File: src/sv/cbd_pkg.sv
// shared types and constants for the center-crop bilinear downscaler
// no dependencies; used by cbd_blend and the top level
package cbd_pkg;

  localparam int PIX_W     = 8;
  localparam int FRAC_W    = 8;
  localparam int FIX_SHIFT = 16;
  localparam int COORD_W   = 6;
  localparam int CFG_W     = 11;
  localparam int WIDTH_RST  = 320;
  localparam int HEIGHT_RST = 240;
  localparam logic [PIX_W-1:0] PIX_OFFSET = 8'h80;

  // configuration register indexes
  typedef enum logic {
    CFG_WIDTH  = 1'b0,
    CFG_HEIGHT = 1'b1
  } cfg_idx_e;

  // operands of one blend step: base + asr8(frac * (other - base))
  typedef struct packed {
    logic [FRAC_W-1:0] frac;
    logic [PIX_W-1:0]  base;
    logic [PIX_W-1:0]  other;
  } blend_req_t;

endpackage

File: src/sv/cbd_blend.sv
// shared blend unit: one signed multiply, arithmetic shift and add, registered
// depends on cbd_pkg for the request struct
module cbd_blend (
  input  logic                     clk_i,
  input  logic                     en_i,
  input  cbd_pkg::blend_req_t      req_i,
  output logic [cbd_pkg::PIX_W-1:0] res_o
);

  logic signed [8:0]  diff;
  logic signed [17:0] prod;
  logic signed [17:0] shifted;
  logic signed [9:0]  sum;

  // floor shift keeps the result between base and other
  always_comb begin
    diff    = $signed({1'b0, req_i.other}) - $signed({1'b0, req_i.base});
    prod    = $signed({1'b0, req_i.frac}) * diff;
    shifted = prod >>> cbd_pkg::FRAC_W;
    sum     = $signed({2'b00, req_i.base}) + shifted[9:0];
  end

  always_ff @(posedge clk_i) begin
    if (en_i) begin
      res_o <= sum[7:0];
    end
  end

endmodule

File: config.mk
export PLATFORM = sky130hd
export DESIGN_NAME = cbd_blend
export DESIGN_NICKNAME = d
export VERILOG_FILES = /design/src/sv/cbd_pkg.sv /design/src/sv/cbd_blend.sv
export SDC_FILE = /design/constraint.sdc
export NUM_CORES = 1
export LEC_CHECK = 0
export ABC_AREA = 1
export BUFFER_PORTS_ARGS = -buffer_cell sky130_fd_sc_hd__buf_2
export CAP_MARGIN = 20
export CORE_ASPECT_RATIO = 1.75
export CORE_UTILIZATION = 40
export CTS_CLUSTER_SIZE = 14
export DETAILED_ROUTE_END_ITERATION = 10
export GPL_ROUTABILITY_DRIVEN = 0
export SYNTH_ARGS = -nofsm -noshare
export SYNTH_HDL_FRONTEND = slang
export SYNTH_SLANG_ARGS = --single-unit
export TNS_END_PERCENT = 10
File: constraint.sdc
create_clock -name clk_i -period 7.66 [get_ports clk_i]
set_input_delay 0.383 -clock clk_i [delete_from_list [all_inputs] [get_ports clk_i]]
set_output_delay 0.383 -clock clk_i [all_outputs]
set_load 0.005 [all_outputs]
Word level (Yosys, flattened, before mapping)
Cells that the tools add are included.

word-level totals
  bits in registers = 8
  output and inout bits = 8

operators by class
  multipliers = 1
  add/sub/neg operators = 2

operators by type and width
  kind            count
  $mul A9 B9 Y16  1
  $sub A8 B8 Y9   1
  $add A8 B8 Y8   1

Depth between registers and ports, before layout
Gate-level depths: netlist of the first run.

  depth after elaboration = 3
  mapped depth = 39
  gate-level depth less buffers = 39

Worst setup path before layout of the first run
No wires, ideal clock.

  path kind = input port to flip-flop
  start point = input port req_i[0] (netlist bit)
  end point = register res_o[7] (netlist bit), data pin
  setup time = 252 ps
  required time = 7408 ps
  arrival time = 6082 ps
  slack = 1326 ps
  stages on the path = 36
  cells stage by stage = inv_1 ha_1 fa_1 inv_1 nand2_1 nand2_1 nand2_1 nor2_1 nor2_1 xor2_1 inv_1 nor2_1 fa_1 inv_1 fa_1 fa_1 fa_1 fa_1 inv_1 ha_1 nand2_1 o21ai_0 inv_1 nand2_1 nand2_1 nand2_1 inv_1 ha_1 a21oi_1 nand2_1 nand4_1 nand3_1 nand3_1 nand2_1 nand2_1 nand2_1

between the ends
  cells in the longest elaborated chain, start to end = 3

RTL lines
  item                  line             RTL
  start, declared       cbd_blend.sv:6   input cbd_pkg::blend_req_t req_i,
  $sub A8 B8 Y9         cbd_blend.sv:17  diff = $signed({1'b0, req_i.other}) - $signed({1'b0, req_i.base});
  $mul A9 B9 Y16        cbd_blend.sv:18  prod = $signed({1'b0, req_i.frac}) * diff;
  $add A8 B8 Y8         cbd_blend.sv:20  sum = $signed({2'b00, req_i.base}) + shifted[9:0];
  via sum[7]            cbd_blend.sv:13  logic signed [9:0] sum;
  end signal, assigned  cbd_blend.sv:25  res_o <= sum[7:0];
  end, declared         cbd_blend.sv:7   output logic [cbd_pkg::PIX_W-1:0] res_o

The timed path passes the listed nets, and every way through them passes these cells.
A chain may end at the register's enable or synchronous reset.

Final worst setup path of the first run
Same ends and word-level chain as after synthesis.

==> results of run 1 <==
cell families (layout without fill, tap and decap cells):
family / Yosys count / after routing / synth area share (%)
adders and majority gates: 99 / 99 / 48.1
and+or+nand+nor: 187 / 187 / 24.0
buffers and inverters: 114 / 152 / 13.1
AOI/OAI and AO/OA: 23 / 23 / 3.76
xor gates and xnor gates: 13 / 13 / 3.72
DFF: 8 / 8 / 7.36
Yosys cell counts (all sizes together):
cell	n	area, um2
inv	114	428
nand2	98	378
ha	55	688
nor2	52	195
fa	44	881
nand3	23	120
a21oi	16	83.8
edfxtp	8	240
xor2	8	70.1
o21ai	5	25.0
xnor2	5	51.3
nand4	4	25.0
nor3	4	20.0
nand3b	3	22.5
or2	2	15.0
a31oi	1	6.26
nor4	1	6.26
o21bai	1	7.51
routing by layer:
metal | up-vias | routed length, um | track usage (%) | part of all wire, %
met5 | - | 0 | 0 | 0
li1 | 1430 | - | - | -
met2 | 45 | 4320 | 37.9 | 57
met3 | 16 | 127 | 0.997 | 1.7
met1 | 1347 | 2940 | 20.1 | 39
met4 | 0 | 236 | 6.50 | 3.1
metrics by stage:
| step | util, % | setup WS, ps |
|---|---|---|
| global route | 45.9 | 420 |
| CTS | 45.9 | 939 |
| finish | 45.9 | 964 |
| global placement | 45.0 | 749 |
| floorplan | - | 1330 |
| detailed placement | 45.0 | 713 |
path summary, 6_finish.rpt:
path / end / cells after the start
worst min-delay path: res_o[3] / 1
worst max-delay path: res_o[7] / 38
cell type report:
class                      instances  area (um2)  area share, %
tap                               90         113           3.10
sequential                         8         240           6.62
timing repair buffer              35         180           4.96
clock buffer                       3        75.1           2.07
inverter                         114         428           11.8
multi-input combinational        322        2590           71.5
==> impl_metrics.tcl, run 1 <==
set metrics [dict create \
    hold_ws_ps 502 \
    crit_arrival_ps 6670 \
    holdBufCountCts 0 \
    cts.repair.resized 0 \
    start_kind "input port" \
    hold_viol_final 0 \
    syn_area_um2 3260 \
    dpl.cell_count 569 \
    start_util_pct 41.3 \
    antenna_left 0 \
    startpoint "req_i[0]" \
    yosysSeqAreaShare_pct 7.36 \
    wirelength_um 7620 \
    drtIter0Drc 131 \
    core_region_area_um2 7910 \
    fmax_mhz 149 \
    holdCritPathClass "in -> reg" \
    cts_sinks 8 \
    fin_nets 609 \
    antenna_cells 0 \
    root_buffer "clkbuf_16" \
    worst_pin_slew_ps 575 \
    min_from "en_i" \
    synthCells 444 \
    design_area_um2 3630 \
    ys_types 25 \
    final_cell_mix "113 x inv_1, 96 x nand2_1, 55 x ha_1" \
    path_delay_family "adder cells" \
    fin_cells 572 \
    tns_ps 0 \
    die_h_um 121 \
    vias 2838 \
    clk_pin_slew_worst_paths_ps 40 \
    grt_max_degree 9 \
    placed_cell_area_um2 3560 \
    overflow 0 \
    cts_buffer_depth 2 \
    hpwlAfterDp_um 6860 \
    viasPerCell 4.96 \
    largest_reg_flops 8 \
    num_rows 43 \
    slew_violations 0 \
    avgSynthCellArea_um2 7.35 \
    finalCritPeriodShare_pct 87.4 \
    numCtsBuffers 3 \
    cts_tree "built" \
    worstSetupPathType "in -> reg" \
    crit_path_frequent_cell "nand2_1" \
    drc 0 \
    slowest_delay_ps 520 \
    reg.largest.list "res_o: 8 flops" \
    synth_nets 569 \
    fillers 811 \
    status "finished, final reports clean" \
    ios 34 \
    numPortBuffers 33 \
    critPathRequiredTime_ps 7640 \
    synth.ff_latch_count 8 \
    cp_max_fo 7 \
    grt_pass1_wl_um 12800 \
    die_x_um 70.3 \
    max-slew-margin-rel_pct 61.4 \
    setup_viol 0 \
    cts_setup_buffers 0 \
    drtPass1Iterations 4 \
    largest_register "res_o" \
    grt_pass1_vias 2924 \
    dieArea_um2 8540 \
    period_needed_ps 6700 \
    htree_levels 1 \
    endpoint_kind "flop" \
    max-cap-violations 0 \
    antenna_found_initial 0 \
    area_growth_pct 11.3 \
    timing.critical_path.buf_inv 9 \
    grt_use_total_pct 18.9 \
    avgRoutedWirePerCell_um 13.3 \
    final_layout_size_suffix_gt1_share_pct 9.34 \
    final_common_cell "inv_1" \
    rsz0062_at_grt "false" \
    yosysWarnings 0 \
    cp_slowest_cell "fa_1" \
]
Power of run 1 is left out: the tool's default activity adds up to more than one toggle a clock period on the data nets, which glitch-free logic cannot reach.
==> inputs of run 2 (changes only) <==
CORE_UTILIZATION = 45   (was 40)
==> run 2 against run 1 <==
Critical path depth unchanged. Flip-flop and latch count did not move. Sequential share of layout area about the same. Die area is 11% lower. Global-route usage up 3.5 points. Non-clock buffer count stayed put.
==> impl_metrics.tcl, run 2 (synthesis gave the netlist of run 1 again) <==
set metrics [dict create \
    die_h_um 115 \
    dieArea_um2 7610 \
    cp_slowest_cell "fa_1" \
    max-slew-margin-rel_pct 66.9 \
    cts_sinks 8 \
    grt_use_total_pct 22.4 \
    hold_depth 1 \
    largest_register "res_o" \
    endpoint_kind "flop" \
    antenna_found_initial 0 \
    ff_latch_area_um2 240 \
    fmax_mhz 150 \
    crit_path_frequent_cell "nand2_1" \
    holdBufCountCts 0 \
    num_rows 40 \
    grt_pass1_vias 2866 \
    slew_violations 0 \
    multiInputGateArea_um2 2590 \
    cp_max_fo 7 \
    start_kind "input port" \
    start_util_pct 46.9 \
    crit_arrival_ps 6650 \
    final_layout_size_suffix_gt1_share_pct 9.34 \
    overflow 0 \
    min_to "res_o[2]" \
    final_cell_mix "113 x inv_1, 96 x nand2_1, 55 x ha_1" \
    drtIter0Drc 123 \
    worstSetupPathType "in -> reg" \
    numCtsBuffers 3 \
    tns_ps 0 \
    critPathRequiredTime_ps 7640 \
    reg.largest.list "res_o: 8 flops" \
    viasPerCell 4.95 \
    finalCritPeriodShare_pct 87.0 \
    clk_pin_slew_worst_paths_ps 30 \
    largest_reg_flops 8 \
    wirelength_um 7530 \
    numPortBuffers 33 \
    cts_buffer_depth 2 \
    root_buffer "clkbuf_16" \
    worst_pin_slew_ps 491 \
    avgRoutedWirePerCell_um 13.3 \
    core_region_area_um2 6960 \
    cts_setup_buffers 0 \
    grt_max_degree 9 \
    slowest_delay_ps 520 \
    drtPass1Iterations 4 \
    period_needed_ps 6660 \
    holdCritPathClass "in -> reg" \
    drc 0 \
    die_x_um 66.4 \
    cts.repair.resized 0 \
    ios 34 \
    htree_levels 1 \
    max-cap-violations 0 \
    antenna_cells 0 \
    antenna_left 0 \
    hold_viol_final 0 \
    rsz0062_at_grt "false" \
    vias 2799 \
    cts_tree "built" \
    grt_pass1_wl_um 12900 \
    fillers 720 \
    area_growth_pct 11.0 \
    setup_viol 0 \
    final_common_cell "inv_1" \
    hpwlAfterDp_um 6750 \
    status "finished, final reports clean" \
    fin_nets 609 \
    min_from "en_i" \
]
==> run 2: cell counts in the layout (fill, tap and decap cells not counted) <==
Identical to the previous run, type by type.
==> run 2: per-stage QoR <==
step	hold WS [ps]	util [%]	setup slack, ps	instance area (um2)	cells
floorplan	495	-	1330	3260	444
global placement	731	51.0	746	3550	563
detailed placement	740	51.0	737	3550	563
CTS	505	52.1	967	3620	566
global route	514	52.1	416	3620	566
finish	501	52.1	996	3620	566
==> run 2: cell type report <==
type                    count  share of cell area [%]
inverters                 114                    11.8
clock buffers               3                    2.07
repair buffers             35                    4.97
flip-flops and latches      8                    6.63
multi-input cells         322                    71.6
well taps                  84                    2.90
==> run 2: worst max-delay path by stage <==
| stage | from | to | cells past startpoint |
|---|---|---|---|
| final | req_i[0] | res_o[7] | 38 |
| after global routing | req_i[0] | res_o[7] | 38 |
| after CTS | req_i[0] | res_o[7] | 38 |
| after detailed placement | req_i[0] | res_o[7] | 38 |
| after global placement | req_i[0] | res_o[7] | 38 |
| after floorplan | req_i[0] | res_o[7] | 36 |
==> run 2: worst max-delay path: cells and delay by family <==
kind	cells	cell delay [ps]
fa+ha+maj	9	3850
simple gates	17	1250
buf+inv	9	710
compound gates	2	330
xor+xnor	1	150
==> run 2: routing by layer <==
layer | part of all wire [%] | track usage, % | vias up
li1 | - | - | 1424
met1 | 39 | 24.2 | 1321
met2 | 57 | 44.4 | 42
met3 | 1.7 | 0.996 | 12
met4 | 2.2 | 6.95 | 0
met5 | 0 | 0 | -
Power of run 2 is left out for the same reason.
==> inputs of run 3 (changes only) <==
CORE_UTILIZATION = 27   (was 45)
PLACE_DENSITY = 0.51   (was not set)
==> run 3 against run 2 <==
Core utilization shrank 20 points. Final cell count increased by 9.2%. Sequential share of layout area fell by 0.13 points. Worst setup slack lost 43 ps. Largest cell class unchanged. Routed wire length is 8.8% higher. Critical path type unchanged. Count of clock-buffer cells in the layout unchanged. Non-clock buffer count is 1 higher. Flip-flop and latch count unchanged. Design area rose by 2.0%.
==> impl_metrics.tcl, run 3 (synthesis gave the netlist of run 1 again) <==
set metrics [dict create \
    cp_max_fo 7 \
    crit_arrival_ps 6680 \
    endpoint_kind "flop" \
    antenna_left 0 \
    start_kind "input port" \
    worst_pin_slew_ps 568 \
    period_needed_ps 6710 \
    largest_register "res_o" \
    drc 0 \
    reg.largest.list "res_o: 8 flops" \
    root_buffer "clkbuf_16" \
    drtIter0Drc 81 \
    cts_buffer_depth 2 \
    holdBufCountCts 0 \
    antenna_found_initial 0 \
    num_rows 52 \
    cts_sinks 8 \
    overflow 0 \
    startpoint "req_i[0]" \
    grt_use_total_pct 13.7 \
    ios 34 \
    start_util_pct 28.0 \
    vias 2813 \
    fin_nets 610 \
    crit_path_frequent_cell "nand2_1" \
    min_from "en_i" \
    wirelength_um 8190 \
    final_cell_mix "113 x inv_1, 96 x nand2_1, 55 x ha_1" \
    holdCritPathClass "in -> reg" \
    drtPass1Iterations 4 \
    finalCritPeriodShare_pct 87.6 \
    cts_tree "built" \
    hold_viol_final 0 \
    cp_slowest_cell "fa_1" \
    status "finished, final reports clean" \
    tns_ps 0 \
    fmax_mhz 149 \
    grt_pass1_vias 3078 \
    hpwlAfterDp_um 7560 \
    numCtsBuffers 3 \
    slowest_delay_ps 510 \
    numPortBuffers 33 \
    hold_depth 1 \
    dieArea_um2 12500 \
    die_h_um 147 \
    area_growth_pct 13.2 \
    final_common_cell "inv_1" \
    max-cap-violations 0 \
    setup_viol 0 \
    grt_pass1_wl_um 13700 \
    grt_max_degree 9 \
    viasPerCell 4.55 \
    clk_pin_slew_worst_paths_ps 40 \
    die_x_um 85.1 \
    slew_violations 0 \
    core_region_area_um2 11600 \
    max-slew-margin-rel_pct 61.9 \
    antenna_cells 0 \
    cts_setup_buffers 0 \
    fillers 1255 \
    cts.repair.resized 0 \
    htree_levels 1 \
    rsz0062_at_grt "false" \
    largest_reg_flops 8 \
    final_layout_size_suffix_gt1_share_pct 9.52 \
    critPathRequiredTime_ps 7640 \
    avgRoutedWirePerCell_um 13.3 \
    worstSetupPathType "in -> reg" \
]
run 3: cell types whose count changed in the layout (fill, tap and decap cells not counted), sizes merged:
| cell | previous run | this run |
|---|---|---|
| buf | 35 | 36 |
run 3: worst max-delay path, delay by kind of cell:
kind | cells | cell delay [ps]
adders and majority gates | 9 | 3850
buffers and inverters | 9 | 720
and+or+nand+nor | 17 | 1250
xor gates and xnor gates | 1 | 160
AOI/OAI and AO/OA | 2 | 340
run 3: area by class of cell:
cell class | count | area [um2] | area share [%]
clock buffer | 3 | 75.1 | 2.03
inverter | 114 | 428 | 11.6
multi-input combinational | 322 | 2590 | 70.2
sequential | 8 | 240 | 6.50
tap | 135 | 169 | 4.57
timing repair buffer | 36 | 188 | 5.08
run 3: layer usage:
| layer | vias up | wire length, um | track usage [%] |
|---|---|---|---|
| met5 | - | 0 | 0 |
| met4 | 0 | 224 | 3.98 |
| met3 | 13 | 86 | 0.335 |
| met2 | 36 | 5000 | 30.1 |
| met1 | 1339 | 2880 | 13.0 |
| li1 | 1425 | - | - |
run 3: path summary, 6_finish.rpt:
kind              slack, ps       end
setup / recovery        950  res_o[7]
hold / removal          500  res_o[6]
run 3: metrics by stage:
step | hold slack (ps) | instances | util (%) | worst slack (ps) | instance area (um2)
2_1_floorplan | 495 | 444 | - | 1330 | 3260
3_3_place_gp | 724 | 615 | 31.1 | 668 | 3620
3_5_place_dp | 737 | 615 | 31.1 | 680 | 3620
4_1_cts | 503 | 618 | 31.7 | 898 | 3690
5_1_grt | 510 | 618 | 31.7 | 380 | 3690
6_report | 500 | 618 | 31.7 | 953 | 3690
Power of run 3 is left out for the same reason.
