--- src/sv/cbd_div.sv ---
// step-size unit: (dividend << Shift) / Divisor by reciprocal multiplication
// no dependencies; one registered multiply, quotient valid in the cycle after start
module cbd_div #(
  parameter int DimW    = 11,
  parameter int Shift   = 16,
  parameter int Divisor = 48
) (
  input  logic                  clk_i,
  input  logic                  rst_ni,
  input  logic                  start_i,
  input  logic [DimW-1:0]       dividend_i,
  output logic                  done_o,
  output logic [DimW+Shift-1:0] quot_o
);

  localparam int NumW  = DimW + Shift;
  localparam int LogD  = $clog2(Divisor);
  localparam int RecS  = NumW + LogD;
  localparam int RecW  = NumW + 1;
  localparam int ProdW = DimW + LogD + NumW;
  // ceil(2^RecS / Divisor) is exact for every dividend below 2^NumW
  localparam logic [63:0] RecipL = ((64'd1 << RecS) + 64'(Divisor) - 64'd1) / 64'(Divisor);
  localparam logic [RecW-1:0] Recip = RecipL[RecW-1:0];

  logic [ProdW-1:0] prod;

  // the shifted-in zeros fold into the final shift
  always_comb begin
    prod = ProdW'(dividend_i) * ProdW'(Recip);
  end

  always_ff @(posedge clk_i or negedge rst_ni) begin
    if (!rst_ni) begin
      done_o <= 1'b0;
    end else begin
      done_o <= start_i;
    end
  end

  always_ff @(posedge clk_i) begin
    if (start_i) begin
      quot_o <= prod[DimW+LogD +: NumW];
    end
  end

endmodule

--- config.mk ---
export PLATFORM = sky130hd
export DESIGN_NAME = cbd_div
export DESIGN_NICKNAME = d
export VERILOG_FILES = /design/src/sv/cbd_div.sv
export SDC_FILE = /design/constraint.sdc
export NUM_CORES = 1
export LEC_CHECK = 0
export BUFFER_PORTS_ARGS = -buffer_cell sky130_fd_sc_hd__buf_2
export CORE_UTILIZATION = 55
export CTS_BUF_LIST = sky130_fd_sc_hd__clkbuf_8 sky130_fd_sc_hd__clkbuf_16
export DETAILED_ROUTE_END_ITERATION = 6
export PLACE_DENSITY = 0.8
export SLEW_MARGIN = 5
export SYNTH_ARGS = -nofsm -noshare
export SYNTH_HDL_FRONTEND = slang
export SYNTH_SLANG_ARGS = --single-unit
--- constraint.sdc ---
create_clock -name clk_i -period 0.8 [get_ports clk_i]
set_input_delay 0.12 -clock clk_i [delete_from_list [all_inputs] [get_ports clk_i]]
set_output_delay 0.12 -clock clk_i [all_outputs]
set_load 0.05 [all_outputs]
# After elaboration in Yosys (flattened, before gate mapping)

Cells that the tools add are included.

Add/subtract/negate cells: 0
Multipliers: 1
Divide/modulo/power cells: 0
$lt $le $gt $ge: 0
Equal/unequal tests: 0
Shift-type cells: 0
Muxes and demuxes: 0
Bitwise operators: 0
Reduce and logical (&&, ||, !) cells: 0

Operators by type and width:

| cell                     | count |
|---|---|
| $mul A11 B28 Y39 const B | 1 |

Flip-flop bits (word level): 23
Bits in latches: 0
Memory bits (writable): 0
Bits in read-only memories: 0
Input bits: 14
Output and inout port bits: 28
Logic and storage cells: 3
Memories: 0

# Depth between registers and ports, before layout

Gate-level depths: netlist (run 1).

Depth after elaboration: 1
Depth in mapped cells: 16
Mapped depth without buffers: 16

# Worst setup path after synthesis (run 1)

No wires, ideal clock.

Kind: input-to-reg
From: input dividend_i[5]
To: register quot_o[15] (data pin)
Library setup time: 0.137 ns
Data arrival time: 4.382 ns
Required time: 0.663 ns
Setup slack: -3.720 ns
Stages: 15
Path buffers: 1
Cell sequence: ha_1 fa_1 inv_1 fa_1 fa_1 fa_1 inv_1 ha_1 buf_6 a21o_2 and2_4 a311oi_2 a31oi_2 or4_1 nand4_1

Longest elaborated chain between the ends: 1

Ends and longest elaborated chain:

| item                   | RTL line | text |
|---|---|---|
| start: declaration     | 11       | `input logic [DimW-1:0] dividend_i,` |
| $mul A11 B28 Y39       | 29       | `prod = ProdW'(dividend_i) * ProdW'(Recip);` |
| via prod[32]           | 25       | `logic [ProdW-1:0] prod;` |
| end signal: assignment | 42       | `quot_o <= prod[DimW+LogD +: NumW];` |
| end: declaration       | 13       | `output logic [DimW+Shift-1:0] quot_o` |

The timed path passes the listed nets, and every way through them passes these cells.
A chain may end at the register's enable or synchronous reset.

# Worst setup path in the final report (run 1)

From: input dividend_i[5]
To: register quot_o[14] (data pin)

The elaborated chain is that of the path after synthesis.

==> impl_results.html, run 1 <==
<table>
<tr><th>Metric</th><th>Value</th></tr>
<tr><th colspan="2">Synthesis</th></tr>
<tr><td>Sequential share of the synthesized area</td><td>19.5%</td></tr>
<tr><td>Most common flop cell mapped by yosys</td><td>edfxtp_1</td></tr>
<tr><td>Count of warnings emitted by yosys</td><td>0</td></tr>
<tr><td>Total of flip-flops plus latches after synthesis</td><td>23</td></tr>
<tr><td>Area fraction of the dominant cell type after synthesis</td><td>25.9%</td></tr>
<tr><td>Main area contributors after synthesis</td><td>ha_1, fa_1, edfxtp_1</td></tr>
<tr><td>FFs w/ async S/R, synth</td><td>4.35%</td></tr>
<tr><td>Library cells used by synthesis</td><td>46</td></tr>
<tr><td>Avg Inst Size Synth</td><td>10.4 um2</td></tr>
<tr><td>Synthesized netlist cell count</td><td>337</td></tr>
<tr><td>Largest area contributor in the synthesized netlist</td><td>ha_1</td></tr>
<tr><td>Count of flip-flops with a built-in enable after synthesis</td><td>22</td></tr>
<tr><td>Mapped cell area</td><td>0.00352 mm2</td></tr>
<tr><th colspan="2">Final layout</th></tr>
<tr><td>Nets</td><td>585</td></tr>
<tr><td>Area Overhead vs Synth</td><td>40.5%</td></tr>
<tr><td>Antenna cells</td><td>0</td></tr>
<tr><td>Layout cells sized above 1</td><td>40.9%</td></tr>
<tr><td>Most common library cell in the layout ignoring fill and taps</td><td>buf_4</td></tr>
<tr><td>Commonest cells after routing, fill and taps aside</td><td>buf_4, inv_1, ha_1</td></tr>
<tr><th colspan="2">Run status</th></tr>
<tr><td>Run status</td><td>complete, but fails checks</td></tr>
<tr><td>Violated checks</td><td>setup timing</td></tr>
<tr><th colspan="2">Setup path</th></tr>
<tr><td>Critical path endpoint category</td><td>flop</td></tr>
<tr><td>Critical setup path kind</td><td>input port to flop</td></tr>
<tr><td>CP cell instances</td><td>buf_8, ha_4, fa_2, inv_2, fa_2, fa_2, fa_1, inv_2, ha_4, nand4_1, a211oi_2, o22ai_4, a31oi_4, buf_6, a21oi_2, xnor2_1</td></tr>
<tr><td>Critical Path RT</td><td>0.81 ns</td></tr>
<tr><td>Data arrival time of the critical path</td><td>4.27 ns</td></tr>
<tr><td>Setup crit start kind</td><td>input port</td></tr>
<tr><td>Highest-delay cell along the critical path</td><td>fa_2</td></tr>
<tr><td>Critical Path Fanout Max</td><td>5</td></tr>
<tr><td>CP max stage delay</td><td>0.60 ns</td></tr>
<tr><td>Family with the most delay on the worst path</td><td>adder cells</td></tr>
<tr><td>Number of buffer and inverter instances along the worst setup path</td><td>4</td></tr>
<tr><td>Path length in cells of the critical path</td><td>16</td></tr>
<tr><td>Most common cell on crit path</td><td>fa_2</td></tr>
<tr><th colspan="2">GRT</th></tr>
<tr><td>Via count of the first global-routing pass</td><td>3274</td></tr>
<tr><td>Total grt overflow</td><td>0</td></tr>
<tr><td>Total routing resource utilization after global routing</td><td>28.9%</td></tr>
<tr><td>Maximum number of pins on one net before global-route repair</td><td>24</td></tr>
<tr><td>Global-route wire length before repair</td><td>14700 um</td></tr>
<tr><td>Number of antenna violations at the first check in global routing</td><td>0</td></tr>
<tr><th colspan="2">Die</th></tr>
<tr><td>Core outline area</td><td>0.00606 mm2</td></tr>
<tr><td>Die X</td><td>82.0 um</td></tr>
<tr><td>Die Footprint</td><td>0.00673 mm2</td></tr>
<tr><td>Total I/O pin count</td><td>42</td></tr>
<tr><td>Number of placement rows</td><td>28</td></tr>
<tr><td>Initial Util</td><td>58.1%</td></tr>
<tr><td>Die height</td><td>82.0 um</td></tr>
<tr><th colspan="2">Timing</th></tr>
<tr><td>Crit path time final</td><td>4.26 ns</td></tr>
<tr><td>F_max</td><td>235 MHz</td></tr>
<tr><td>Worst Slack Setup Final</td><td>-3.46 ns</td></tr>
<tr><td>Final setup TNS</td><td>-77.76 ns</td></tr>
<tr><td>Worst hold slack after final layout</td><td>0.157 ns</td></tr>
<tr><td>Final count of pins violating max slew</td><td>0</td></tr>
<tr><td>Number of endpoints failing setup at the final stage</td><td>45</td></tr>
<tr><td>Final clock period utilization by the worst path</td><td>533%</td></tr>
<tr><td>Final hold violation count</td><td>0</td></tr>
<tr><td>Setup repair after global routing missed its margin</td><td>yes</td></tr>
<tr><th colspan="2">Place</th></tr>
<tr><td>Buffers added on ports</td><td>36</td></tr>
<tr><td>Routability-driven placement congestion ratio</td><td>0.850</td></tr>
<tr><td>Final HPWL DP</td><td>6990 um</td></tr>
<tr><th colspan="2">Routing</th></tr>
<tr><td>Total number of vias</td><td>2932</td></tr>
<tr><td>First-iteration detailed-routing DRC count</td><td>102</td></tr>
<tr><td>Number of antenna-violating nets in the routed design</td><td>0</td></tr>
<tr><td>Vias/cell</td><td>5.51</td></tr>
<tr><td>Average wire length per cell after detail routing</td><td>16.9 um</td></tr>
<tr><td>Total detailed-routing wirelength</td><td>8980 um</td></tr>
<tr><td>Router iterations before antenna repair</td><td>4</td></tr>
<tr><td>Detailed-route DRC error count</td><td>0</td></tr>
<tr><th colspan="2">CTS</th></tr>
<tr><td>Max H-tree Level</td><td>1</td></tr>
<tr><td>Clock sinks</td><td>23</td></tr>
<tr><td>Buffer levels on the longest clock path</td><td>2</td></tr>
<tr><td>TritonCTS clock tree</td><td>yes</td></tr>
<tr><td>Master cell of the clock root buffer</td><td>clkbuf_8</td></tr>
<tr><td>Number of buffers created by CTS</td><td>3</td></tr>
<tr><td>Clock-pin slew on the worst setup and hold paths</td><td>0.07 ns</td></tr>
<tr><th colspan="2">Worst hold path</th></tr>
<tr><td>Class of the worst hold path</td><td>input port to async pin</td></tr>
<tr><th colspan="2">Job</th></tr>
<tr><td>Max-Cap Viols</td><td>0</td></tr>
</table>
-- flip-flops by register name (all words and copies together) (netlist names) --
signal and count:
done_o 1, quot_o 22
-- worst paths after layout --
| path | to | from | slack [ns] |
|---|---|---|---|
| min in group clk_i | done_o$_DFF_PN0_ | start_i | 0.19 |
| max | quot_o[14]$_DFFE_PP_ | dividend_i[5] | -3.46 |
| max in group asynchronous | done_o$_DFF_PN0_ | rst_ni | 0.56 |
| min | done_o$_DFF_PN0_ | rst_ni | 0.16 |
-- cells in the mapped netlist, types with 6 or more instances --
cell type / count
nand4_1: 9
inv_1: 70
o21ai_0: 13
a21oi_1: 18
nand3_1: 8
or3_1: 7
ha_1: 73
xnor2_1: 6
edfxtp_1: 22
nor2_1: 10
fa_1: 40
-- through the flow --
step / area (um2) / worst slack [ns] / util, % / cells
6_report: 4950 / -3.46 / 81.6 / 532
5_1_grt: 4950 / -3.54 / 81.6 / 532
4_1_cts: 4820 / -3.29 / 79.6 / 531
3_5_place_dp: 4420 / -3.77 / 72.9 / 517
3_3_place_gp: 4420 / -3.63 / 72.9 / 517
2_1_floorplan: 3650 / -3.51 / - / 341
-- logic make-up (layout without fill, tap and decap cells) --
family,after synthesis,in the layout,synth area share (%)
fa+ha+maj,113,113,48.7
flops,23,23,19.5
xor+xnor,9,9,2.24
mux,1,1,0.284
other cells,1,5,0.107
buf+inv,80,196,9.74
compound gates,56,56,11.2
simple gates,54,54,8.28
-- layout make-up --
| cell class | instances | area [um2] |
|---|---|---|
| tap | 75 | 93.8 |
| inverter | 71 | 267 |
| sequential | 23 | 686 |
| multi-input combinational | 238 | 2840 |
| clock inverter | 1 | 3.75 |
| fill | 347 | 1110 |
| timing repair buffer | 121 | 1010 |
| clock buffer | 3 | 41.3 |
-- repair_timing --
item,in CTS,in global routing
hold buffers,1,0
resized for setup,79,29
endpoints found under the hold margin,1,0
setup endpoints to repair,45,45
setup buffers,10,3
pin swaps,33,24
-- per-layer routing --
layer | GRT usage [%] | vias to the layer above | share of wire (%)
li1 | - | 1388 | -
met1 | 32.3 | 1435 | 39
met2 | 57.0 | 87 | 56
met3 | 2.44 | 22 | 3.6
met4 | 8.60 | 0 | 2.2
met5 | 0 | - | 0
Power of run 1 is not shown: default switching activity piles up to over one toggle a cycle in this logic, so the estimate is an artifact.
==> run 2, diff against run 1 <==
--- a/config.mk
+++ b/config.mk
@@ -10,6 +10,7 @@
 export CTS_BUF_LIST = sky130_fd_sc_hd__clkbuf_8 sky130_fd_sc_hd__clkbuf_16
 export DETAILED_ROUTE_END_ITERATION = 6
 export PLACE_DENSITY = 0.8
+export RECOVER_POWER = 25
 export SLEW_MARGIN = 5
 export SYNTH_ARGS = -nofsm -noshare
 export SYNTH_HDL_FRONTEND = slang
==> run 2 against run 1 <==
  * The flow still finishes with violations (setup timing)
  * Fmax hardly changed
  * Non-clock buffer count stayed put
  * Largest cell class unchanged
  * Count of clock-buffer cells in the layout stayed put
  * Critical path type unchanged
==> impl_results.html, run 2 (synthesis results as in run 1) <==
<table>
<tr><th>Metric</th><th>Value</th></tr>
<tr><th colspan="2">Place</th></tr>
<tr><td>Routability-driven placement congestion ratio</td><td>0.850</td></tr>
<tr><td>Final HPWL DP</td><td>6990 um</td></tr>
<tr><td>Buffers added on ports</td><td>36</td></tr>
<tr><td>Cell area after placement</td><td>0.00442 mm2</td></tr>
<tr><th colspan="2">Timing</th></tr>
<tr><td>Final clock period utilization by the worst path</td><td>532%</td></tr>
<tr><td>Final hold violation count</td><td>0</td></tr>
<tr><td>Final count of pins violating max slew</td><td>0</td></tr>
<tr><td>Crit path time final</td><td>4.26 ns</td></tr>
<tr><td>Number of endpoints failing setup at the final stage</td><td>45</td></tr>
<tr><td>Worst-Margin Slew</td><td>0.568 ns</td></tr>
<tr><td>Worst Slack Setup Final</td><td>-3.46 ns</td></tr>
<tr><td>Worst slew margin relative to its limit</td><td>62.1%</td></tr>
<tr><td>F_max</td><td>235 MHz</td></tr>
<tr><td>Setup repair after global routing missed its margin</td><td>yes</td></tr>
<tr><th colspan="2">Routing</th></tr>
<tr><td>Average wire length per cell after detail routing</td><td>16.9 um</td></tr>
<tr><td>Detailed-route DRC error count</td><td>0</td></tr>
<tr><td>Router iterations before antenna repair</td><td>4</td></tr>
<tr><td>Total number of vias</td><td>2934</td></tr>
<tr><td>Total detailed-routing wirelength</td><td>8980 um</td></tr>
<tr><td>First-iteration detailed-routing DRC count</td><td>102</td></tr>
<tr><td>Vias/cell</td><td>5.52</td></tr>
<tr><td>Number of antenna-violating nets in the routed design</td><td>0</td></tr>
<tr><td>Detail Route met3 WL</td><td>327 um</td></tr>
<tr><td>Wire length on met2</td><td>4980 um</td></tr>
<tr><td>Top layer in use</td><td>met4</td></tr>
<tr><td>DRT met1 WL</td><td>3460 um</td></tr>
<tr><th colspan="2">Final layout</th></tr>
<tr><td>Most common library cell in the layout ignoring fill and taps</td><td>buf_4</td></tr>
<tr><td>Layout cells sized above 1</td><td>40.9%</td></tr>
<tr><td>Antenna cells</td><td>0</td></tr>
<tr><td>Nets</td><td>585</td></tr>
<tr><td>Flip-flop count of the largest register after layout</td><td>22</td></tr>
<tr><td>Area Overhead vs Synth</td><td>40.0%</td></tr>
<tr><td>Biggest registers after layout</td><td>quot_o (22), done_o (1)</td></tr>
<tr><td>Commonest cells after routing, fill and taps aside</td><td>buf_4, inv_1, ha_1</td></tr>
<tr><td>Post-route cell area</td><td>0.00493 mm2</td></tr>
<tr><td>Number of fill cells in the layout</td><td>349</td></tr>
<tr><td>Register with the highest flop count</td><td>quot_o</td></tr>
<tr><th colspan="2">GRT</th></tr>
<tr><td>Number of antenna violations at the first check in global routing</td><td>0</td></tr>
<tr><td>Via count of the first global-routing pass</td><td>3274</td></tr>
<tr><td>Total routing resource utilization after global routing</td><td>28.9%</td></tr>
<tr><td>Total grt overflow</td><td>0</td></tr>
<tr><td>Maximum number of pins on one net before global-route repair</td><td>24</td></tr>
<tr><td>Global-route wire length before repair</td><td>14700 um</td></tr>
<tr><th colspan="2">Setup path</th></tr>
<tr><td>CP cell instances</td><td>buf_8, ha_4, fa_2, inv_2, fa_2, fa_2, fa_1, inv_2, ha_4, nand4_1, a211oi_2, o22ai_4, a31oi_4, buf_6, a21oi_2, xnor2_1</td></tr>
<tr><td>Highest-delay cell along the critical path</td><td>fa_2</td></tr>
<tr><td>Most common cell on crit path</td><td>fa_2</td></tr>
<tr><td>Number of buffer and inverter instances along the worst setup path</td><td>4</td></tr>
<tr><td>Setup crit start kind</td><td>input port</td></tr>
<tr><td>CP max stage delay</td><td>0.60 ns</td></tr>
<tr><td>Critical Path Fanout Max</td><td>5</td></tr>
<tr><td>Family with the most delay on the worst path</td><td>adder cells</td></tr>
<tr><td>Critical setup path kind</td><td>input port to flop</td></tr>
<tr><td>Critical Path RT</td><td>0.81 ns</td></tr>
<tr><td>Critical path endpoint category</td><td>flop</td></tr>
<tr><td>Data arrival time of the critical path</td><td>4.27 ns</td></tr>
<tr><th colspan="2">Die</th></tr>
<tr><td>Initial Util</td><td>58.1%</td></tr>
<tr><td>Core outline area</td><td>0.00606 mm2</td></tr>
<tr><td>Die Footprint</td><td>0.00673 mm2</td></tr>
<tr><td>Die height</td><td>82.0 um</td></tr>
<tr><td>Die X</td><td>82.0 um</td></tr>
<tr><td>Total I/O pin count</td><td>42</td></tr>
<tr><td>Number of placement rows</td><td>28</td></tr>
<tr><th colspan="2">Job</th></tr>
<tr><td>Max-Cap Viols</td><td>0</td></tr>
<tr><th colspan="2">Worst hold path</th></tr>
<tr><td>Class of the worst hold path</td><td>input port to async pin</td></tr>
<tr><th colspan="2">Run status</th></tr>
<tr><td>Run status</td><td>complete, but fails checks</td></tr>
<tr><td>Violated checks</td><td>setup timing</td></tr>
<tr><th colspan="2">CTS</th></tr>
<tr><td>Master cell of the clock root buffer</td><td>clkbuf_8</td></tr>
<tr><td>Clock-pin slew on the worst setup and hold paths</td><td>0.07 ns</td></tr>
<tr><td>Number of buffers created by CTS</td><td>3</td></tr>
<tr><td>Clock sinks</td><td>23</td></tr>
<tr><td>Buffer levels on the longest clock path</td><td>2</td></tr>
<tr><td>TritonCTS clock tree</td><td>yes</td></tr>
<tr><td>Max H-tree Level</td><td>1</td></tr>
</table>
-- run 2: stage by stage --
stage	setup TNS [ns]	hold WS, ns	cells	utilization (%)	setup slack [ns]
detailed placement	-80.99	-0.105	517	72.9	-3.77
floorplan	-73.24	-0.176	341	-	-3.51
global route	-80.65	0.180	532	81.4	-3.54
global placement	-78.40	-0.106	517	72.9	-3.63
finish	-77.72	0.157	532	81.4	-3.46
CTS	-74.07	0.156	531	79.6	-3.29
-- run 2: layer usage --
| layer | up-vias | GRT usage, % |
|---|---|---|
| met4 | 0 | 8.60 |
| met2 | 85 | 57.0 |
| li1 | 1388 | - |
| met3 | 22 | 2.44 |
| met1 | 1439 | 32.3 |
| met5 | - | 0 |
-- run 2: path summary, 6_finish.rpt --
check                      slack, ns          start              endpoint  cells after the start
min in group clk_i              0.50        start_i      done_o$_DFF_PN0_                      2
worst max-delay path           -3.46  dividend_i[5]  quot_o[14]$_DFFE_PP_                     16
max in group asynchronous       0.56         rst_ni      done_o$_DFF_PN0_                      2
worst min-delay path            0.16         rst_ni      done_o$_DFF_PN0_                      2
-- run 2: cell type report --
cell class / instances / area (um2) / area share [%]
multi-input cells: 238 / 2840 / 57.7
repair buffers: 121 / 997 / 20.2
flip-flops and latches: 23 / 686 / 13.9
inverters: 71 / 267 / 5.40
well taps: 75 / 93.8 / 1.90
clock buffers: 3 / 41.3 / 0.837
clock inverters: 1 / 3.75 / 0.0761
-- run 2: timing repair --
action,in CTS,in global routing
setup endpoints to repair,45,45
pin swaps,33,24
gates resized for setup,79,29
setup buffers,10,3
hold buffers,1,0
endpoints found under the hold margin,1,0
Power of run 2 is left out for the same reason.
==> run 3, diff against run 2 <==
--- a/config.mk
+++ b/config.mk
@@ -6,10 +6,12 @@
 export NUM_CORES = 1
 export LEC_CHECK = 0
 export BUFFER_PORTS_ARGS = -buffer_cell sky130_fd_sc_hd__buf_2
-export CORE_UTILIZATION = 55
+export CELL_PAD_IN_SITES_DETAIL_PLACEMENT = 0
+export CELL_PAD_IN_SITES_GLOBAL_PLACEMENT = 1
+export CORE_UTILIZATION = 51
 export CTS_BUF_LIST = sky130_fd_sc_hd__clkbuf_8 sky130_fd_sc_hd__clkbuf_16
 export DETAILED_ROUTE_END_ITERATION = 6
-export PLACE_DENSITY = 0.8
+export PLACE_DENSITY = 0.91
 export RECOVER_POWER = 25
 export SLEW_MARGIN = 5
 export SYNTH_ARGS = -nofsm -noshare
==> run 3 against run 2 <==
  * The flow still finishes with violations (setup timing)
  * Via count decreased by 3.0%
  * Worst setup slack improved by 0.068 ns
  * Worst hold slack improved by 0.0010 ns
  * Wire length decreased by 6.1%
  * Die area increased by 7.7%
  * Highest routed layer unchanged
  * Largest cell class unchanged
  * Non-clock buffer count increased by 2
==> impl_results.html, run 3 (synthesis results as in run 1) <==
<table>
<tr><th>Metric</th><th>Value</th></tr>
<tr><th colspan="2">Setup path</th></tr>
<tr><td>Path length in cells of the critical path</td><td>16</td></tr>
<tr><td>Critical setup path kind</td><td>input port to flop</td></tr>
<tr><td>Critical path endpoint category</td><td>flop</td></tr>
<tr><td>Critical Path Fanout Max</td><td>6</td></tr>
<tr><td>Most common cell on crit path</td><td>fa_2</td></tr>
<tr><td>Highest-delay cell along the critical path</td><td>fa_2</td></tr>
<tr><td>Family with the most delay on the worst path</td><td>adder cells</td></tr>
<tr><td>Number of buffer and inverter instances along the worst setup path</td><td>5</td></tr>
<tr><td>CP max stage delay</td><td>0.60 ns</td></tr>
<tr><td>Setup crit start kind</td><td>input port</td></tr>
<tr><td>CP cell instances</td><td>buf_8, ha_4, fa_2, inv_2, fa_2, fa_2, fa_1, inv_2, ha_4, nand4_1, buf_4, buf_6, nor2_4, a21oi_4, mux2i_4, or3_1</td></tr>
<tr><td>Data arrival time of the critical path</td><td>4.19 ns</td></tr>
<tr><td>Critical Path RT</td><td>0.80 ns</td></tr>
<tr><th colspan="2">Final layout</th></tr>
<tr><td>Layout cells sized above 1</td><td>41.2%</td></tr>
<tr><td>Post-route cell area</td><td>0.00496 mm2</td></tr>
<tr><td>Biggest registers after layout</td><td>quot_o (22), done_o (1)</td></tr>
<tr><td>Final core area utilization</td><td>76.3%</td></tr>
<tr><td>Footprint of the flip-flops and latches</td><td>686 um2</td></tr>
<tr><td>Area of the multi-input gates</td><td>0.00284 mm2</td></tr>
<tr><td>Antenna cells</td><td>0</td></tr>
<tr><td>Commonest cells after routing, fill and taps aside</td><td>buf_4, inv_1, ha_1</td></tr>
<tr><td>Non-filler cells, final</td><td>536</td></tr>
<tr><td>Nets</td><td>587</td></tr>
<tr><td>Register with the highest flop count</td><td>quot_o</td></tr>
<tr><td>Number of fill cells in the layout</td><td>419</td></tr>
<tr><td>Most common library cell in the layout ignoring fill and taps</td><td>buf_4</td></tr>
<tr><td>Area Overhead vs Synth</td><td>40.8%</td></tr>
<tr><td>Flip-flop count of the largest register after layout</td><td>22</td></tr>
<tr><th colspan="2">CTS</th></tr>
<tr><td>Max H-tree Level</td><td>1</td></tr>
<tr><td>Number of buffers created by CTS</td><td>3</td></tr>
<tr><td>Clock sinks</td><td>23</td></tr>
<tr><td>Master cell of the clock root buffer</td><td>clkbuf_8</td></tr>
<tr><td>Clock-pin slew on the worst setup and hold paths</td><td>0.07 ns</td></tr>
<tr><td>Buffer levels on the longest clock path</td><td>2</td></tr>
<tr><td>TritonCTS clock tree</td><td>yes</td></tr>
<tr><th colspan="2">Routing</th></tr>
<tr><td>Total detailed-routing wirelength</td><td>8430 um</td></tr>
<tr><td>Total number of vias</td><td>2846</td></tr>
<tr><td>Vias/cell</td><td>5.31</td></tr>
<tr><td>Number of antenna-violating nets in the routed design</td><td>0</td></tr>
<tr><td>Router iterations before antenna repair</td><td>4</td></tr>
<tr><td>Detailed-route DRC error count</td><td>0</td></tr>
<tr><td>First-iteration detailed-routing DRC count</td><td>63</td></tr>
<tr><td>Average wire length per cell after detail routing</td><td>15.7 um</td></tr>
<tr><th colspan="2">Timing</th></tr>
<tr><td>Final clock period utilization by the worst path</td><td>524%</td></tr>
<tr><td>Worst slew margin relative to its limit</td><td>64.3%</td></tr>
<tr><td>Worst hold slack after final layout</td><td>0.158 ns</td></tr>
<tr><td>Final count of pins violating max slew</td><td>0</td></tr>
<tr><td>Number of endpoints failing setup at the final stage</td><td>45</td></tr>
<tr><td>Final hold violation count</td><td>0</td></tr>
<tr><td>Worst-Margin Slew</td><td>0.535 ns</td></tr>
<tr><td>F_max</td><td>239 MHz</td></tr>
<tr><td>Worst Slack Setup Final</td><td>-3.39 ns</td></tr>
<tr><td>Setup repair after global routing missed its margin</td><td>yes</td></tr>
<tr><td>Crit path time final</td><td>4.19 ns</td></tr>
<tr><th colspan="2">Run status</th></tr>
<tr><td>Violated checks</td><td>setup timing</td></tr>
<tr><td>Run status</td><td>complete, but fails checks</td></tr>
<tr><th colspan="2">Place</th></tr>
<tr><td>Cell area after placement</td><td>0.00445 mm2</td></tr>
<tr><td># placed instances</td><td>523</td></tr>
<tr><td>Final HPWL DP</td><td>6820 um</td></tr>
<tr><td>Routability-driven placement congestion ratio</td><td>0.882</td></tr>
<tr><td>Buffers added on ports</td><td>36</td></tr>
<tr><th colspan="2">GRT</th></tr>
<tr><td>Fraction of met2 tracks used by global routing</td><td>48.2%</td></tr>
<tr><td>Total routing resource utilization after global routing</td><td>24.3%</td></tr>
<tr><td>Met1 global-route usage</td><td>29.2%</td></tr>
<tr><td>Global-route wire length before repair</td><td>13800 um</td></tr>
<tr><td>Layer with the highest usage</td><td>met2</td></tr>
<tr><td>Via count of the first global-routing pass</td><td>3072</td></tr>
<tr><td>Global-route track usage on met3</td><td>0.973%</td></tr>
<tr><td>Maximum number of pins on one net before global-route repair</td><td>24</td></tr>
<tr><td>Number of antenna violations at the first check in global routing</td><td>0</td></tr>
<tr><td>Total grt overflow</td><td>0</td></tr>
<tr><th colspan="2">Die</th></tr>
<tr><td>Die height</td><td>85.1 um</td></tr>
<tr><td>Die Footprint</td><td>0.00724 mm2</td></tr>
<tr><td>Core outline area</td><td>0.00649 mm2</td></tr>
<tr><td>Die X</td><td>85.1 um</td></tr>
<tr><td>Total I/O pin count</td><td>42</td></tr>
<tr><td>Initial Util</td><td>54.2%</td></tr>
<tr><td>Number of placement rows</td><td>29</td></tr>
<tr><th colspan="2">Worst hold path</th></tr>
<tr><td>Class of the worst hold path</td><td>input port to async pin</td></tr>
<tr><th colspan="2">Job</th></tr>
<tr><td>Max-Cap Viols</td><td>0</td></tr>
</table>
[run 3: worst max path at each step]
stage / start / to / slack [ns]
detailed placement: dividend_i[5] / quot_o[21]$_DFFE_PP_ / -3.78
global placement: dividend_i[5] / quot_o[21]$_DFFE_PP_ / -3.64
global route: dividend_i[7] / quot_o[1]$_DFFE_PP_ / -3.46
CTS: dividend_i[7] / quot_o[21]$_DFFE_PP_ / -3.29
floorplan: dividend_i[5] / quot_o[20]$_DFFE_PP_ / -3.51
finish: dividend_i[7] / quot_o[1]$_DFFE_PP_ / -3.39
[run 3: through the flow]
step / setup WS [ns] / setup TNS, ns
after floorplan: -3.51 / -73.24
after global placement: -3.64 / -78.50
after detailed placement: -3.78 / -81.14
after CTS: -3.29 / -74.13
after global routing: -3.46 / -78.02
final: -3.39 / -75.58
[run 3: timing repair]
item,CTS,global route
endpoints found under the setup margin,45,45
buffers inserted,4,4
hold buffers,1,0
pin swaps,50,22
endpoints found under the hold margin,1,0
resized for setup,85,26
[run 3: metal layers]
layer  share of wire, %  up-vias
met2                 55       77
met5                  0        -
met1                 41     1365
met4                1.7        0
li1                   -     1393
met3                2.3       11
[run 3: layout make-up]
cell class	count	area share, %
Sequential cell	23	13.8
Tap cell	77	1.94
Multi-Input combinational cell	238	57.2
Timing Repair Buffer	123	20.7
Clock buffer	3	0.833
Inverter	71	5.37
Clock inverter	1	0.0757
Power of run 3 is left out for the same reason.
